**config.mk**
```make
export PLATFORM = sky130hd
export DESIGN_NAME = pfrf_ctrl
export DESIGN_NICKNAME = d
export VERILOG_FILES = /design/src/design/pfrf_pkg.sv /design/src/design/pfrf_ctrl.sv
export VERILOG_INCLUDE_DIRS = /design/src /design/src/design
export SDC_FILE = /design/constraint.sdc
export NUM_CORES = 1
export LEC_CHECK = 0
export BUFFER_PORTS_ARGS = -buffer_cell sky130_fd_sc_hd__buf_2
export CORE_AREA = 2 2 39 41
export CTS_CLUSTER_DIAMETER = 50
export DETAILED_ROUTE_END_ITERATION = 10
export DIE_AREA = 0 0 41 43
export GPL_TIMING_DRIVEN = 0
export HOLD_SLACK_MARGIN = 0.12
export SYNTH_ARGS = -nofsm -noshare
export SYNTH_HDL_FRONTEND = slang
export SYNTH_SLANG_ARGS = --single-unit
```
**constraint.sdc**
```tcl
create_clock -name clk -period 1.6 [get_ports clk]
set_clock_uncertainty 0.1 [all_clocks]
set_input_delay 0.4 -clock clk [delete_from_list [all_inputs] [get_ports clk]]
set_output_delay 0.4 -clock clk [all_outputs]
set_load 0.005 [all_outputs]
```
**src/design/page_framebuffer_rect_fill_unit_defines.svh**
```systemverilog
// Assertion macros shared by the frame fill unit modules.
// They expect clk and rst_n in scope.
`ifndef PAGE_FRAMEBUFFER_RECT_FILL_UNIT_DEFINES_SVH
`define PAGE_FRAMEBUFFER_RECT_FILL_UNIT_DEFINES_SVH

// Same-cycle implication.
`define PFRF_ASSERT_IMP(lbl, ante, cons) \
  lbl: assert property (@(posedge clk) disable iff (!rst_n) (ante) |-> (cons)) \
    else $error("pfrf: same-cycle check failed");

// Next-cycle implication.
`define PFRF_ASSERT_NXT(lbl, ante, cons) \
  lbl: assert property (@(posedge clk) disable iff (!rst_n) (ante) |=> (cons)) \
    else $error("pfrf: next-cycle check failed");

`endif

```
**src/design/pfrf_pkg.sv**
```systemverilog
`timescale 1ns / 1ps

package pfrf_pkg;

  localparam int unsigned COORD_W    = 8;
  localparam int unsigned PAGE_W     = 5;
  localparam int unsigned BYTE_W     = 8;
  localparam int unsigned OUT_PAGE_W = 3;
  localparam int unsigned OUT_COL_W  = 7;

  localparam logic [BYTE_W-1:0] BYTE_ONES = 8'hff;

  typedef enum logic [1:0] {
    OP_FILL   = 2'd0,
    OP_ERASE  = 2'd1,
    OP_INVERT = 2'd2,
    OP_READ   = 2'd3
  } op_t;

  typedef enum logic [2:0] {
    S_CLEAR,
    S_IDLE,
    S_SWEEP,
    S_FLUSH,
    S_READ,
    S_RDOUT
  } state_t;

  typedef struct packed {
    logic load;
    logic clr_step;
    logic rd_issue;
    logic next_page;
    logic emit_flush;
    logic emit_read;
  } cmd_t;

  typedef struct packed {
    logic clr_done;
    logic in_read;
    logic in_empty;
    logic col_last;
    logic page_last;
    logic out_busy;
  } sts_t;

endpackage

```
**src/design/pfrf_ctrl.sv**
```systemverilog
`timescale 1ns / 1ps
`include "page_framebuffer_rect_fill_unit_defines.svh"

module pfrf_ctrl (
  input  logic          clk,
  input  logic          rst_n,
  input  logic          in_valid,
  output logic          in_stall,
  input  pfrf_pkg::sts_t sts,
  output pfrf_pkg::cmd_t cmd
);

  pfrf_pkg::state_t state_r, state_nxt;

  always_ff @(posedge clk) begin
    if (!rst_n) begin
      state_r <= pfrf_pkg::S_CLEAR;
    end else begin
      state_r <= state_nxt;
    end
  end

  always_comb begin
    state_nxt = state_r;
    cmd       = '0;
    in_stall  = 1'b1;
    unique case (state_r)
      pfrf_pkg::S_CLEAR: begin
        cmd.clr_step = 1'b1;
        if (sts.clr_done) begin
          state_nxt = pfrf_pkg::S_IDLE;
        end
      end
      pfrf_pkg::S_IDLE: begin
        in_stall = 1'b0;
        if (in_valid) begin
          cmd.load = 1'b1;
          priority if (sts.in_read) begin
            state_nxt = pfrf_pkg::S_READ;
          end else if (sts.in_empty) begin
            state_nxt = pfrf_pkg::S_IDLE;
          end else begin
            state_nxt = pfrf_pkg::S_SWEEP;
          end
        end
      end
      pfrf_pkg::S_SWEEP: begin
        cmd.rd_issue = 1'b1;
        if (sts.col_last) begin
          state_nxt = pfrf_pkg::S_FLUSH;
        end
      end
      pfrf_pkg::S_FLUSH: begin
        if (!sts.out_busy) begin
          cmd.emit_flush = 1'b1;
          if (sts.page_last) begin
            state_nxt = pfrf_pkg::S_IDLE;
          end else begin
            cmd.next_page = 1'b1;
            state_nxt     = pfrf_pkg::S_SWEEP;
          end
        end
      end
      pfrf_pkg::S_READ: begin
        cmd.rd_issue = 1'b1;
        state_nxt    = pfrf_pkg::S_RDOUT;
      end
      pfrf_pkg::S_RDOUT: begin
        if (!sts.out_busy) begin
          cmd.emit_read = 1'b1;
          state_nxt     = pfrf_pkg::S_IDLE;
        end
      end
      default: begin
        state_nxt = pfrf_pkg::S_CLEAR;
      end
    endcase
  end

  `PFRF_ASSERT_IMP(a_emit_when_free, cmd.emit_flush || cmd.emit_read, !sts.out_busy)
  `PFRF_ASSERT_IMP(a_issue_after_clear, cmd.rd_issue, sts.clr_done)
  `PFRF_ASSERT_NXT(a_last_flush_idle, cmd.emit_flush && sts.page_last,
                   state_r == pfrf_pkg::S_IDLE)

endmodule

```
==> metrics.txt <==
period utilization 103%; Synth area leader dfxtp_1; power share of the clock group between 20% and 30%; clock latency on the worst-skew pair roughly 230 ps; Residual DRC 0; startpoint types flip-flop; Syn Area/Cell ~7.8 um^2; sw frac 34.6%; detailed-route via count around 370; Post-CTS Hold Fix Bufs 0; post-synthesis mux area share under 10%; Largest stage delay, worst path about 330 ps; status finished with violations; XOR/XNOR Fraction of Synth Area 0%; largest net degree at the start of global routing 8; Final min period about 1600 ps; post-synthesis adder-cell area fraction 0%; dpl cells a little under 70; Largest regs state_r: 3 flops; Worst Path Max Fanout 4; Post-synth ARST share 0%; fmax 0.609 GHz; number of buffers added on ports 15; Critical path buffers and inverters 2; Initial Util 21.5%; RePlAce Congestion 0.710; nets ~70; gr usage total 11.8%; die height approximately 43 um; setup ws final -41.7 ps; ANT cells 0; Detail Route met2 WL ~440 um; Post-synth top cells 3 x dfxtp_1, 3 x inv_1, 3 x nor2_1, 3 x nor3_1; Max-cap violations 0; Synthesis Warnings 0; Biggest register state_r; DIE AREA approximately 0.0018 mm^2; total gr overflow 0; root buf cell clkbuf_4; Rows 14; DR vias/cell ~4.8; Post-Synthesis Cell Area between 200 and 300 um^2; internal power ~330 uW; area share of and/or/nand/nor cells after synthesis 29.4%; post-synthesis compound-gate area fraction a little under a third; DRT Pass-1 Iters 4; core area approximately 0.0014 mm^2; failing checks setup timing; Sink Count 3; final setup fails 2; area of the multi-input gates ~230 um^2; Max Slew Vio Count 0; Crit path required time ~1100 ps; H-tree lvl count 1; fill count 147; share of cells above drive strength 1 between 60% and 70%; largest cells by area after synthesis dfxtp_1 20%, nor3_1 5.0%, o31ai_1 5.0%; Core Util, Final between 30% and 40%; Top FF cell, synth dfxtp_1; Pwr Density ~1100 mW/mm^2; CP Class flip-flop to output pin; Total Wirelength ~870 um; Yosys cell types 25; first-pass GRT wire length about 1.4 mm; drt wl/cell 11.3 um; WL met3 approximately 38 um; Yosys top cell area share 20.2%; Cells after Synth 38; P&R area growth vs syn 62.6%; Peak supply drop 0.000354 V; Num CTS Buffers 3; RSZ-0062 raised after global routing true; Min-Delay Path Class input pin to flip-flop; Tightest Pin Transition approximately 260 ps; vias in the first global route between 300 and 400; 1st-iter DRT viols 2; Worst EP arrival around 1100 ps; Comb pwr share about half; fin cells 77; number of synthesized flops with an enable pin 0; largest family of logic cells by synthesized area compound AO/OA/AOI/OAI gates; leakage power ~0.00023 uW; uppermost layer routed met3; Clock transition at path regs ~40 ps; delay-heaviest family, CP flip-flops; worst-path cell chain buf_6 -> or2b_1 -> a21oi_1 -> buf_2; switching pwr between 150 and 200 uW; Synth Net Count 47; crit path capture type output pin; die width between 40 and 50 um; initial antenna violation count 0; IO Pins 16; max reg flops 3; #FFs+latches synth 3; Routed Antenna Nets 0; clk buf depth 2; sequential cell area about 66 um^2; slowest CP cell dfxtp_2; met1 wire length roughly 390 um; register area share after synthesis 20.2%; Post-DP HPWL around 560 um; Fin. Hold Viols 0; CTS tree done; share of power burned in registers 23.2%; relative slew slack around 82%
-- final cells by class --
cell class                      instances  share of cell area [%]
Multi-Input combinational cell         29                    46.5
Timing Repair Buffer                   21                    25.6
Sequential cell                         3                    13.7
Clock buffer                            4                    5.43
Tap cell                               16                    4.13
Buffer                                  1                    2.33
Inverter                                3                    2.33
-- routing by layer --
| layer | GRT usage (%) | up-vias |
|---|---|---|
| met5 | 0 | - |
| met2 | 18.8 | 14 |
| met4 | 4.00 | 0 |
| met1 | 13.7 | 167 |
| li1 | - | 185 |
| met3 | 4.71 | 0 |
-- worst min-delay path, cell delays in order --
cell	delay, ps
buf_2	120
o31ai_1	60
a21oi_1	40
-- cell usage in the layout, fill, tap and decap left out, types with 2 or more instances in the layout --
cell type   n
o31ai_1     2
a21oi_1     2
buf_6       2
clkbuf_4    3
o21ai_0     2
nor2_1      2
buf_4       5
buf_2      15
nor3_1      2
dfxtp_2     2
inv_1       2
-- through the flow --
stage / setup TNS, ps / power [uW] / area [um^2] / worst slack, ps / hold slack, ps
4_1_cts: -65.3 / 519 / 489 / -37.7 / 335
3_3_place_gp: 0 / 308 / 393 / 4.18 / 553
5_1_grt: -316 / 564 / 484 / -126 / 314
3_5_place_dp: 0 / 309 / 393 / 4.41 / 544
6_report: -55.0 / 508 / 484 / -41.7 / 335
2_1_floorplan: 0 / 248 / 298 / 65.4 / 429
-- worst paths after layout --
check | cells past startpoint | startpoint | slack (ps) | endpoint
max | 4 | state_r[1] | -40 | cmd[3]
min | 3 | rst_n | 330 | state_r[0]
max reg2reg | 4 | state_r[2] | 80 | state_r[2]
min reg2reg | 2 | state_r[2] | 500 | state_r[0]
-- power groups by stage --
stage	combinational (uW)	clock, uW	sequential [uW]
floorplan	153	0	94.8
detailed placement	213	0	95.9
global route	286	158	120
CTS	279	140	100
finish	261	130	118
global placement	212	0	96.1
-- repair_timing --
item / in CTS / in global routing
pin swaps: 3 / 4
endpoints found under the setup margin: 7 / 8
hold endpoints to repair: 0 / 0
setup buffers: 5 / 1
gates cloned: 0 / 0
resized for setup: 10 / 4
-- cell families after synthesis --
| kind of cell | Yosys count |
|---|---|
| DFF | 3 |
| buffers and inverters | 6 |
| muxes | 2 |
| and+or+nand+nor | 15 |
| AOI/OAI and AO/OA | 12 |
(Power assumes the default switching activity.)
